File: src/rtl/jacs_pkg.sv
// ----------------------------------------------------------------------------
// Jacobi symbol package
// Operand width, step record and symbol codes shared by the block.
// ----------------------------------------------------------------------------
`timescale 1ns / 1ps
`default_nettype none

package jacs_pkg;

  // Working width of the operands; input fields are truncated or zero
  // extended to it.
  localparam int WIDTH      = 32;
  localparam int IN_FIELD_W = 32;

  typedef logic [WIDTH-1:0] word_t;

  // Result of one step of the shared unit.
  typedef struct packed {
    word_t a;
    word_t n;
    logic  flip;
  } step_t;

  // Two's complement symbol codes.
  localparam logic [1:0] SYM_ZERO = 2'b00;
  localparam logic [1:0] SYM_POS  = 2'b01;
  localparam logic [1:0] SYM_NEG  = 2'b11;

  // Residues that flip the sign.
  localparam logic [2:0] MOD8_THREE = 3'd3;
  localparam logic [2:0] MOD8_FIVE  = 3'd5;
  localparam logic [1:0] MOD4_THREE = 2'd3;

endpackage

`default_nettype wire

File: src/rtl/jacs_alu.sv
// ----------------------------------------------------------------------------
// Jacobi symbol step unit
// One binary Jacobi step: halve an even a, or subtract (swapping when a < n).
// ----------------------------------------------------------------------------
`timescale 1ns / 1ps
`default_nettype none

module jacs_alu (
  input  jacs_pkg::word_t a_i,
  input  jacs_pkg::word_t n_i,
  output jacs_pkg::step_t step_o
);
  import jacs_pkg::*;

  logic [WIDTH:0] diff;
  word_t          neg_diff;

  always_comb begin
    diff     = {1'b0, a_i} - {1'b0, n_i};
    neg_diff = ~diff[WIDTH-1:0] + word_t'(1);
    step_o.a    = a_i;
    step_o.n    = n_i;
    step_o.flip = 1'b0;
    priority if (!a_i[0]) begin
      // factor of two: (2/n) = -1 for n = 3 or 5 mod 8
      step_o.a    = a_i >> 1;
      step_o.flip = (n_i[2:0] == MOD8_THREE) || (n_i[2:0] == MOD8_FIVE);
    end else if (diff[WIDTH]) begin
      // a < n: reciprocity swap, then reduce by the new modulus
      step_o.a    = neg_diff;
      step_o.n    = a_i;
      step_o.flip = (a_i[1:0] == MOD4_THREE) && (n_i[1:0] == MOD4_THREE);
    end else begin
      step_o.a = diff[WIDTH-1:0];
    end
  end

endmodule

`default_nettype wire

File: src/rtl/jacobi_symbol.sv
// ----------------------------------------------------------------------------
// Jacobi symbol unit
// Computes (a/n) for an unsigned a and an odd modulus n, one beat at a time.
// ----------------------------------------------------------------------------
// Usage:
//   Input channel in_*: one beat carries top_value (a) and modulus (n).
//   Output channel out_*: one beat per input beat with the symbol
//   (-1, 0 or +1, two's complement) and a bad_modulus flag.
//   An even or zero modulus is flagged; symbol is then 0.
// Latency / throughput:
//   One item at a time. in_tready is high only while the block is idle.
//   A bad modulus gives its result the cycle after acceptance. Otherwise the
//   binary Jacobi loop runs one step per cycle through the shared step unit
//   (one subtractor/compare plus a shift) until a reaches zero; the run length
//   is set by the number of halvings plus subtract steps.
// Reset:
//   Synchronous, active low; returns to idle and drops out_tvalid.
// Stall:
//   The result is held in registers with out_tvalid high until out_tready;
//   no new beat is taken until then.
// ----------------------------------------------------------------------------
`timescale 1ns / 1ps
`default_nettype none

module jacobi_symbol (
  input  wire logic        clk,
  input  wire logic        rst_n,
  // tdata: [31:0] top_value, [63:32] modulus
  input  wire logic [63:0] in_tdata,
  input  wire logic        in_tvalid,
  output logic             in_tready,
  // tdata: [1:0] symbol, [2] bad_modulus, [7:3] zero
  output logic [7:0]       out_tdata,
  output logic             out_tvalid,
  input  wire logic        out_tready
);
  import jacs_pkg::*;

  typedef enum logic [1:0] {
    S_IDLE,
    S_RUN,
    S_DONE
  } state_t;

  state_t state_r;
  word_t  a_r;
  word_t  n_r;
  logic   neg_r;   // accumulated sign, 1 = negative
  logic   [1:0] sym_r;
  logic   bad_r;

  word_t  top_w;
  word_t  mod_w;
  step_t  step;

  // operands masked / extended to the working width
  assign top_w = word_t'(in_tdata[IN_FIELD_W-1:0]);
  assign mod_w = word_t'(in_tdata[2*IN_FIELD_W-1:IN_FIELD_W]);

  jacs_alu u_alu (
    .a_i    (a_r),
    .n_i    (n_r),
    .step_o (step)
  );

  always_ff @(posedge clk) begin
    if (!rst_n) begin
      state_r <= S_IDLE;
    end else begin
      unique case (state_r)
        S_IDLE: begin
          if (in_tvalid) begin
            a_r   <= top_w;
            n_r   <= mod_w;
            neg_r <= 1'b0;
            if (!mod_w[0]) begin
              // even covers zero as well
              sym_r   <= SYM_ZERO;
              bad_r   <= 1'b1;
              state_r <= S_DONE;
            end else begin
              bad_r   <= 1'b0;
              state_r <= S_RUN;
            end
          end
        end
        S_RUN: begin
          if (a_r == '0) begin
            // n ends at gcd; only gcd of one gives a nonzero symbol
            if (n_r == word_t'(1)) begin
              sym_r <= neg_r ? SYM_NEG : SYM_POS;
            end else begin
              sym_r <= SYM_ZERO;
            end
            state_r <= S_DONE;
          end else begin
            a_r   <= step.a;
            n_r   <= step.n;
            neg_r <= neg_r ^ step.flip;
          end
        end
        S_DONE: begin
          if (out_tready) begin
            state_r <= S_IDLE;
          end
        end
        default: begin
          state_r <= S_IDLE;
        end
      endcase
    end
  end

  assign in_tready  = (state_r == S_IDLE);
  assign out_tvalid = (state_r == S_DONE);
  assign out_tdata  = {5'b0, bad_r, sym_r};

endmodule

`default_nettype wire

File: config.mk
export PLATFORM = sky130hd
export DESIGN_NAME = jacobi_symbol
export DESIGN_NICKNAME = d
export VERILOG_FILES = /design/src/rtl/jacs_pkg.sv /design/src/rtl/jacs_alu.sv /design/src/rtl/jacobi_symbol.sv
export SDC_FILE = /design/constraint.sdc
export NUM_CORES = 1
export LEC_CHECK = 0
export ABC_AREA = 1
export BUFFER_PORTS_ARGS = -buffer_cell sky130_fd_sc_hd__buf_4
export CAP_MARGIN = 20
export CORE_MARGIN = 1
export CORE_UTILIZATION = 35
export CTS_CLUSTER_SIZE = 20
export DETAILED_ROUTE_END_ITERATION = 10
export GPL_ROUTABILITY_DRIVEN = 0
export PLACE_DENSITY = 0.62
export SLEW_MARGIN = 0
export SYNTH_ARGS = -nofsm -noshare
export SYNTH_HDL_FRONTEND = slang
export SYNTH_SLANG_ARGS = --single-unit
export TNS_END_PERCENT = 10
File: constraint.sdc
create_clock -name clk -period 9.3 [get_ports clk]
set_clock_uncertainty 0.15 [all_clocks]
set_input_delay 0.93 -clock clk [delete_from_list [all_inputs] [get_ports clk]]
set_output_delay 0.93 -clock clk [all_outputs]
set_load 0.005 [all_outputs]
==> results of run 1 <==
[per-layer routing]
layer | vias up | wire, µm
li1 | 3875 | -
met1 | 3456 | 10970
met2 | 262 | 9690
met3 | 21 | 1549
met4 | 0 | 423
met5 | - | 0
[Yosys cell counts (8+ instances only)]
cell type  instances
a21oi_1           61
clkbuf_1          18
edfxtp_1          68
ha_1              33
inv_1            201
nand2_1          455
nand2_2           18
nand3_1           82
nand3b_1           8
nand4_1           18
nor2_1            84
nor2_2             9
nor4_1            12
o21ai_0           43
xor2_1             8
[sequential cells by signal, indices dropped and copies added (netlist names)]
register  cells
n_r          32
sym_r         2
a_r          32
bad_r         1
neg_r         1
state_r       2
[worst min path at each step]
stage / to / slack, ps / depth (start not counted)
floorplan: state_r[0]$_SDFFE_PN0P_ / 400 / 2
global placement: neg_r$_SDFFCE_PN0P_ / 430 / 1
detailed placement: neg_r$_SDFFCE_PN0P_ / 440 / 1
CTS: neg_r$_SDFFCE_PN0P_ / 450 / 1
global route: neg_r$_SDFFCE_PN0P_ / 470 / 1
finish: neg_r$_SDFFCE_PN0P_ / 440 / 1
[cells in the final DEF (no fill, tap or decap), types with 6 or more instances in the layout]
cell       Yosys  layout
ha_1          33      33
nand3b_1       8       8
nand4_1       18      18
buf_4          7      76
xor2_1         8       8
o21ai_0       43      43
a21oi_1       61      60
clkbuf_16      0       9
nand3_2        6       6
nand2_2       18      18
nor2_2         9      10
nand3_1       82      82
inv_2          6       6
nor4_1        12      12
nor2_1        84      83
inv_1        201     201
edfxtp_1      68      68
nand2_1      455     455
[layout make-up]
class                           instances  share of cell area
Clock inverter                          7             0.01249
Timing Repair Buffer                   76             0.06780
Multi-Input combinational cell        885              0.5126
Tap cell                              270             0.04014
Clock buffer                            9             0.02676
Inverter                              208             0.09277
Sequential cell                        70              0.2474
[through the flow]
step / util / power (mW) / cells / setup WS, ps
floorplan: - / 1.981 / 1194 / 5118
global placement: 0.3970 / 2.438 / 1509 / 4694
detailed placement: 0.3970 / 2.459 / 1509 / 4505
CTS: 0.4132 / 2.855 / 1525 / 4474
global route: 0.4132 / 3.135 / 1525 / 4048
finish: 0.4132 / 2.881 / 1525 / 4395
[where the power goes]
part           internal, mW  switching, mW  leakage [nW]  total [mW]
clock                 0.239          0.148         0.159       0.387
sequential            0.492         0.0815         0.657       0.574
combinational         0.587           1.33          3.64        1.92
[cells by family after synthesis]
logic type | count (synthesis) | share of synthesized area
DFF | 70 | 0.2845
other | 1 | 0.0005125
xor gates and xnor gates | 11 | 0.01317
AOI/OAI and AO/OA | 125 | 0.09371
and+or+nand+nor | 710 | 0.4191
buffers and inverters | 239 | 0.1298
adders and majority gates | 34 | 0.05917
==> reports/metrics.csv, run 1 <==
stage;metric;value;unit
global_routing;first-pass GRT wire length;35440;µm
floorplan;Initial Util;0.3593;
timing;worst-margin pin slew;1045;ps
synthesis;Netlist Area Pre-Place;7317;µm²
setup_path;register-to-register setup slack;4400;ps
clocking;CTS tree;built;
global_routing;met1 Use GR;0.3141;
clocking;CTS sink count;70;
setup_path;CP Cell Sequence;buf_4 -> inv_2 -> ha_1 -> inv_1 -> fa_1 -> nand3_1 -> nand2_2 -> nand2_1 -> nand2_1 -> nand2_1 -> nand2_2 -> nand2_1 -> nand2_2 -> inv_2 -> nand2_1 -> o21ai_0;
synthesis;Synth cell types;43;
global_routing;GRT met2 Usage;0.3220;
timing;final count of hold timing violations;0;
global_routing;number of global-route vias before repair;6827;
setup_path;Crit Path Max Fanout;39;
floorplan;I/O pins;78;
clocking;PostCTS Resize Cnt;0;
routing;DR WL/cell;14.84;µm
setup_path;Worst path depth;16;
clocking;Bufs on Longest Clock Path;2;
timing;crit path time final;4905;ps
global_routing;pin count of the biggest net entering global routing;91;
pwr;static leakage;4.451;nW
placement;Placed Area;8085;µm²
clocking;post-CTS setup buffer count;0;
floorplan;chip width;146.6;µm
global_routing;busiest grt layer;met2;
layout;design area;8416;µm²
synthesis;predominant post-synthesis flop cell;edfxtp_1;
layout;Net count, final;1352;
clocking;Worst-Skew Late Latency;340;ps
clocking;H-tree depth;3;
floorplan;die height;146.6;µm
global_routing;initial antenna violation count;0;
layout;multi-input logic area;4314;µm²
synthesis;top cell type's share of synthesized area;0.2791;
floorplan;Die ar.;21490;µm²
timing;unrepaired setup endpoints after global routing;false;
synthesis;Synth Instances;1190;
synthesis;Post-synth EDFFs;68;
timing;Final TNS setup;0;ps
min_path;HP Start;neg_r$_SDFFCE_PN0P_;
placement;port bufs;72;
clocking;Hold-fix buffers, CTS;0;
setup_path;RR Startpoint;a_r[0]$_DFFE_PP_;
setup_path;CP Launch Type;register;
setup_path;Register-to-Register Path Depth;16;
routing;DRC;0;
layout;Seq. cell area;2082;µm²
timing;relative slew slack;0.3026;
synthesis;yosys warns;0;
routing;ANT nets after route;0;
floorplan;num rows;52;
layout;number of diodes;0;
timing;Setup violations, final;0;
outcome;outcome;complete, no violations;
setup_path;worst setup path startpoint;a_r[0]$_DFFE_PP_;
synthesis;post-synthesis register bit count;70;
setup_path;Critical Path End;n_r[14]$_DFFE_PP_;
timing;Hold Slack;440.6;ps
global_routing;Tot GR Track Use;0.2120;
run;Max Cap Viol;0;
floorplan;Core ar.;20360;µm²
setup_path;Max stage delay cell, worst path;nand2_1;
setup_path;CP max stage delay;710;ps
timing;fin. max-slew vios;0;
setup_path;Worst path top cell family by delay;simple AND/OR/NAND/NOR gates;
placement;hpwl dp;18330;µm
routing;number of DRC markers in iteration 0;664;
layout;Area growth syn-to-layout;15.01;%
setup_path;WP data arrival;4890;ps
clocking;CTS root buffer;clkbuf_16;
pwr;maximum vdd drop;0.0002255;V
setup_path;Buffers & Inverters on Critical Path;4;
global_routing;met3 usage;0.02313;
synthesis;cell taking the most area after synthesis;edfxtp_1;
synthesis;ys async rst share;0;
timing;Final period util;0.5274;
routing;total routed wirelength;22630;µm
clocking;CTS buffer count;9;
clocking;clock-pin slew on the worst setup and hold paths;60;ps
setup_path;critical path class;register to register;
setup_path;Setup crit end kind;register;
synthesis;Avg Cell Area, Syn;6.149;µm²
layout;share of layout cells above drive strength 1;0.1155;
min_path;class of the most critical hold timing path;register to register;
pwr;PwrDens;342.4;nW/µm²
setup_path;reg2reg end;n_r[14]$_DFFE_PP_;
global_routing;GRT overflow;0;
routing;Pre-Repair DR Iteration Count;5;
synthesis;sequential-to-total area share from yosys stat;0.2845;
timing;fmax;0.2039;GHz
layout;fillers;2176;
routing;vias per inst;4.993;
routing;via count;7614;
setup_path;Crit path required time;9290;ps
setup_path;most used cell, CP;nand2_1;
synthesis;Synth area leaders;edfxtp_1, nand2_1, inv_1, ha_1, nand3_1;
No activity file was read; power rests on OpenSTA's default activity.
==> run 2: changes to the inputs <==
==> constraint.sdc (replaced) <==
create_clock -name clk -period 4.6 [get_ports clk]
set_clock_uncertainty 0.15 [all_clocks]
set_input_delay 0.46 -clock clk [delete_from_list [all_inputs] [get_ports clk]]
set_output_delay 0.46 -clock clk [all_outputs]
set_load 0.005 [all_outputs]
==> run 2 against run 1 <==
  * Fmax grew 26%
  * Die area is the same
  * Largest cell class unchanged
  * Flip-flop and latch count is the same
  * Total power grew 100%
  * Worst hold slack lost 200 ps
  * Register-to-register slack lost 3700 ps
  * Critical path type unchanged
  * Largest power group unchanged
  * Critical endpoint is now n_r[28]$_DFFE_PP_
  * Count of clock-buffer cells in the layout is the same
==> reports/metrics.csv, run 2 (same netlist as run 1, synthesis figures left out) <==
stage;metric;value;unit
outcome;outcome;complete, no violations;
setup_path;Critical Path End;n_r[28]$_DFFE_PP_;
global_routing;GRT overflow;0;
setup_path;reg2reg end;n_r[28]$_DFFE_PP_;
clocking;clock-pin slew on the worst setup and hold paths;60;ps
placement;cell total after placement;1513;
clocking;CTS tree;built;
floorplan;die height;146.6;µm
global_routing;first-pass GRT wire length;36270;µm
clocking;PostCTS Resize Cnt;0;
timing;worst-margin pin slew;955.1;ps
routing;number of DRC markers in iteration 0;621;
setup_path;CP max stage delay;640;ps
min_path;hold depth;4;
global_routing;Tot GR Track Use;0.2158;
layout;Final Util;0.4147;
pwr;Seq pwr share;0.193;
layout;share of layout cells above drive strength 1;0.1183;
setup_path;register-to-register setup slack;710;ps
floorplan;Initial Util;0.3593;
routing;total routed wirelength;22890;µm
pwr;static leakage;4.470;nW
routing;via count;7660;
setup_path;critical path class;register to register;
timing;unrepaired setup endpoints after global routing;false;
setup_path;CP Launch Type;register;
clocking;CTS sink count;70;
timing;Final period util;0.8447;
timing;fmax;0.2573;GHz
setup_path;WP data arrival;3880;ps
layout;largest registers;a_r (32), n_r (32);
pwr;Net Sw Power;3.186;mW
setup_path;RR Startpoint;a_r[0]$_DFFE_PP_;
global_routing;initial antenna violation count;0;
setup_path;most used cell, CP;nand2_1;
timing;final count of hold timing violations;0;
layout;non-filler cells, final;1529;
setup_path;Setup crit end kind;register;
pwr;switching share of power;0.5426;
timing;relative slew slack;0.3574;
timing;Final TNS setup;0;ps
timing;Setup violations, final;0;
layout;most frequent cells in the layout;nand2_1, inv_1, nor2_1, nand3_1, buf_4;
timing;setup ws final;714.2;ps
routing;DR WL/cell;14.97;µm
timing;crit path time final;3886;ps
floorplan;num rows;52;
routing;DRC;0;
pwr;maximum vdd drop;0.0003676;V
placement;hpwl dp;18530;µm
pwr;PwrDens;695.2;nW/µm²
placement;DP Worst Slack;794.8;ps
global_routing;pin count of the biggest net entering global routing;37;
timing;Hold Slack;240.8;ps
floorplan;I/O pins;78;
clocking;CTS buffer count;9;
clocking;Bufs on Longest Clock Path;2;
pwr;Comb pwr share;0.673;
setup_path;Register-to-Register Path Depth;15;
global_routing;number of global-route vias before repair;6929;
setup_path;Crit Path Max Fanout;25;
layout;Net count, final;1356;
setup_path;CP Cell Sequence;inv_2 -> ha_1 -> inv_1 -> fa_1 -> nand3_1 -> nand2_2 -> nand2_1 -> nand2_1 -> nand2_1 -> nand2_2 -> nand2_1 -> nand2_2 -> inv_2 -> nand2_1 -> o21ai_0;
placement;Placed Area;8115;µm²
run;Max Cap Viol;0;
placement;port bufs;72;
layout;Seq. cell area;2082;µm²
timing;fin. max-slew vios;0;
setup_path;worst setup path startpoint;a_r[0]$_DFFE_PP_;
setup_path;Crit path required time;4590;ps
floorplan;chip width;146.6;µm
routing;ANT nets after route;0;
clocking;CTS root buffer;clkbuf_16;
routing;vias per inst;5.010;
routing;Pre-Repair DR Iteration Count;5;
pwr;PnR Total Power;5.871;mW
min_path;class of the most critical hold timing path;primary input to register;
clocking;post-CTS setup buffer count;0;
clocking;Hold-fix buffers, CTS;0;
layout;commonest non-fill, non-tap cell in the layout;nand2_1;
layout;number of diodes;0;
layout;fillers;2182;
floorplan;Die ar.;21490;µm²
layout;design area;8446;µm²
layout;multi-input logic area;4314;µm²
pwr;clock network fraction of total power;0.133;
clocking;H-tree depth;3;
layout;Area growth syn-to-layout;15.42;%
setup_path;Max stage delay cell, worst path;nand2_1;
clocking;Worst-Skew Late Latency;340;ps
floorplan;Core ar.;20360;µm²
pwr;internal power;2.685;mW
==> run 2: cell types whose count changed in the layout (fill, tap and decap cells not counted), sizes merged <==
cell  previous run  this run
buf             76        80
==> run 2: layout make-up <==
type / count / area share
multi-input cells: 885 / 0.5108
flip-flops and latches: 70 / 0.2465
inverters: 208 / 0.09244
repair buffers: 80 / 0.07111
well taps: 270 / 0.04000
clock buffers: 9 / 0.02667
clock inverters: 7 / 0.01244
==> run 2: critical path: cells and delay by family, from the launching register on <==
family | cells | cell delay [ps]
AO/OA/AOI/OAI | 1 | 420
adder cells (fa/ha/maj) | 2 | 610
buffers and inverters | 3 | 600
flip-flops | 1 | 400
AND/OR/NAND/NOR | 9 | 1510
==> run 2: power by group through the flow <==
stage	clock [mW]	sequential (mW)	combinational (mW)
3_5_place_dp	0	1.14	3.87
6_report	0.781	1.14	3.95
4_1_cts	0.793	1.13	3.90
3_3_place_gp	0	1.14	3.84
5_1_grt	0.813	1.16	4.43
2_1_floorplan	0	1.09	2.91
==> run 2: worst min path at each step <==
stage | start | to | slack, ps
6_report | out_tready | state_r[1]$_SDFFE_PN0P_ | 240
5_1_grt | in_tdata[14] | a_r[14]$_DFFE_PP_ | 250
4_1_cts | out_tready | state_r[1]$_SDFFE_PN0P_ | 230
3_5_place_dp | neg_r$_SDFFCE_PN0P_ | neg_r$_SDFFCE_PN0P_ | 430
3_3_place_gp | neg_r$_SDFFCE_PN0P_ | neg_r$_SDFFCE_PN0P_ | 430
2_1_floorplan | state_r[0]$_SDFFE_PN0P_ | state_r[0]$_SDFFE_PN0P_ | 400
==> run 2: layer usage <==
| metal | global-route usage | part of all wire |
|---|---|---|
| met1 | 0.3205 | 0.48 |
| met2 | 0.3289 | 0.43 |
| met3 | 0.01563 | 0.061 |
| met4 | 0.06927 | 0.021 |
| met5 | 0 | 0 |
==> run 3: changes to the inputs <==
==> constraint.sdc (replaced) <==
create_clock -name clk -period 3.8 [get_ports clk]
set_clock_uncertainty 0.15 [all_clocks]
set_input_delay 0.38 -clock clk [delete_from_list [all_inputs] [get_ports clk]]
set_output_delay 0.38 -clock clk [all_outputs]
set_load 0.005 [all_outputs]
==> run 3 against run 2 <==
  * Worst hold slack worse by 99 ps
  * Sequential power is 21% higher
  * Register-to-register slack worse by 350 ps
  * Critical path depth stayed put
  * Total power is 19% higher
  * Flip-flop and latch count stayed put
  * Wire length is 0.91% lower
==> reports/metrics.csv, run 3 (same netlist as run 1, synthesis figures left out) <==
stage;metric;value;unit
outcome;outcome;complete, no violations;
floorplan;Initial Util;0.3593;
floorplan;num rows;52;
setup_path;register-to-register setup slack;360;ps
floorplan;chip width;146.6;µm
routing;ANT nets after route;0;
min_path;class of the most critical hold timing path;primary input to register;
clocking;PostCTS Resize Cnt;0;
floorplan;Core ar.;20360;µm²
pwr;PnR Total Power;7.006;mW
routing;Pre-Repair DR Iteration Count;5;
timing;Final TNS setup;0;ps
floorplan;I/O pins;78;
setup_path;Crit path required time;3760;ps
layout;Net count, final;1360;
layout;most frequent cells in the layout;nand2_1, inv_1, nor2_1, buf_4, nand3_1;
pwr;maximum vdd drop;0.0004829;V
timing;Setup violations, final;0;
setup_path;CP max stage delay;500;ps
layout;Area growth syn-to-layout;15.44;%
clocking;CTS tree;built;
floorplan;die height;146.6;µm
clocking;CTS root buffer;clkbuf_16;
placement;DP Worst Slack;458.8;ps
setup_path;Worst path top cell family by delay;simple AND/OR/NAND/NOR gates;
setup_path;CP Launch Type;register;
routing;vias per inst;4.995;
timing;relative slew slack;0.4451;
pwr;PwrDens;829.4;nW/µm²
global_routing;initial antenna violation count;0;
timing;worst-margin pin slew;824.8;ps
timing;final count of hold timing violations;0;
timing;unrepaired setup endpoints after global routing;false;
setup_path;Setup crit end kind;register;
placement;port bufs;72;
setup_path;RR Startpoint;a_r[0]$_DFFE_PP_;
layout;non-filler cells, final;1533;
pwr;static leakage;4.474;nW
global_routing;Tot GR Track Use;0.2134;
routing;DR WL/cell;14.80;µm
clocking;post-CTS setup buffer count;0;
floorplan;Die ar.;21490;µm²
routing;DRC;0;
timing;fmax;0.2908;GHz
setup_path;Register-to-Register Path Depth;15;
clocking;clock-pin slew on the worst setup and hold paths;70;ps
layout;largest registers;a_r (32), n_r (32);
clocking;H-tree depth;3;
layout;commonest non-fill, non-tap cell in the layout;nand2_1;
global_routing;first-pass GRT wire length;35780;µm
setup_path;CP Cell Sequence;inv_2 -> ha_1 -> inv_1 -> fa_1 -> nand3_1 -> nand2_2 -> nand2_1 -> nand2_1 -> nand2_1 -> nand2_2 -> nand2_1 -> nand2_2 -> inv_2 -> nand2_1 -> o21ai_0;
setup_path;Buffers & Inverters on Critical Path;3;
timing;crit path time final;3439;ps
clocking;Worst-Skew Late Latency;340;ps
routing;number of DRC markers in iteration 0;648;
setup_path;Max stage delay cell, worst path;o21ai_0;
timing;Final period util;0.9049;
placement;cell total after placement;1517;
clocking;CTS sink count;70;
setup_path;WP data arrival;3400;ps
timing;setup ws final;361.3;ps
min_path;hold depth;3;
global_routing;pin count of the biggest net entering global routing;57;
timing;fin. max-slew vios;0;
clocking;Bufs on Longest Clock Path;2;
setup_path;Crit Path Max Fanout;18;
run;Max Cap Viol;0;
layout;share of layout cells above drive strength 1;0.1211;
timing;Hold Slack;141.6;ps
clocking;CTS buffer count;9;
routing;total routed wirelength;22680;µm
clocking;Hold-fix buffers, CTS;0;
layout;fillers;2183;
setup_path;reg2reg end;n_r[26]$_DFFE_PP_;
routing;via count;7657;
min_path;hold endpoint;state_r[0]$_SDFFE_PN0P_;
setup_path;most used cell, CP;nand2_1;
placement;hpwl dp;18440;µm
setup_path;critical path class;register to register;
global_routing;number of global-route vias before repair;6983;
min_path;HP Start;rst_n;
global_routing;GRT overflow;0;
layout;number of diodes;0;
-- run 3: changes by cell type in the layout (fill, tap and decap cells not counted), sizes merged --
cell,before,now
inv,210,211
clkinvlp,1,2
buf,80,84
bufinv,2,0
-- run 3: worst max path at each step --
stage,from,endpoint,slack [ps],depth (start not counted)
global placement,a_r[0]$_DFFE_PP_,n_r[26]$_DFFE_PP_,500,15
detailed placement,a_r[0]$_DFFE_PP_,n_r[5]$_DFFE_PP_,460,16
finish,a_r[0]$_DFFE_PP_,n_r[26]$_DFFE_PP_,360,15
CTS,a_r[0]$_DFFE_PP_,n_r[5]$_DFFE_PP_,450,16
global route,a_r[0]$_DFFE_PP_,n_r[6]$_DFFE_PP_,160,16
floorplan,a_r[0]$_DFFE_PP_,n_r[0]$_DFFE_PP_,100,16
-- run 3: area by class of cell --
class | count | area [µm²] | area share
Inverter | 208 | 780.7 | 0.09243
Multi-Input combinational cell | 885 | 4314 | 0.5107
Tap cell | 270 | 337.8 | 0.03999
Sequential cell | 70 | 2082 | 0.2465
Timing Repair Buffer | 84 | 643.1 | 0.07614
Clock inverter | 7 | 63.81 | 0.007554
Clock buffer | 9 | 225.2 | 0.02666
-- run 3: routing by layer --
layer  global-route usage  vias up  wire length, µm
met5                    0        -                0
met4              0.07135        0              559
met1               0.3056     3477            10980
met3              0.02875       33             1378
met2               0.3275      255             9770
li1                     -     3892                -
-- run 3: power breakdown --
group | switching [mW] | total [mW] | internal, mW
Combinational | 3.30 | 4.79 | 1.49
Sequential | 0.177 | 1.38 | 1.20
Clock | 0.378 | 0.835 | 0.457
-- run 3: metrics by stage --
step / cell area (µm²) / utilization
after floorplan: 7336 / -
after global placement: 8158 / 0.4006
after detailed placement: 8158 / 0.4006
after CTS: 8447 / 0.4148
after global routing: 8447 / 0.4148
final: 8447 / 0.4148
-- run 3: worst min-delay path, stage by stage --
cell and delay (ps):
buf_4 100, o211ai_1 80, inv_1 50
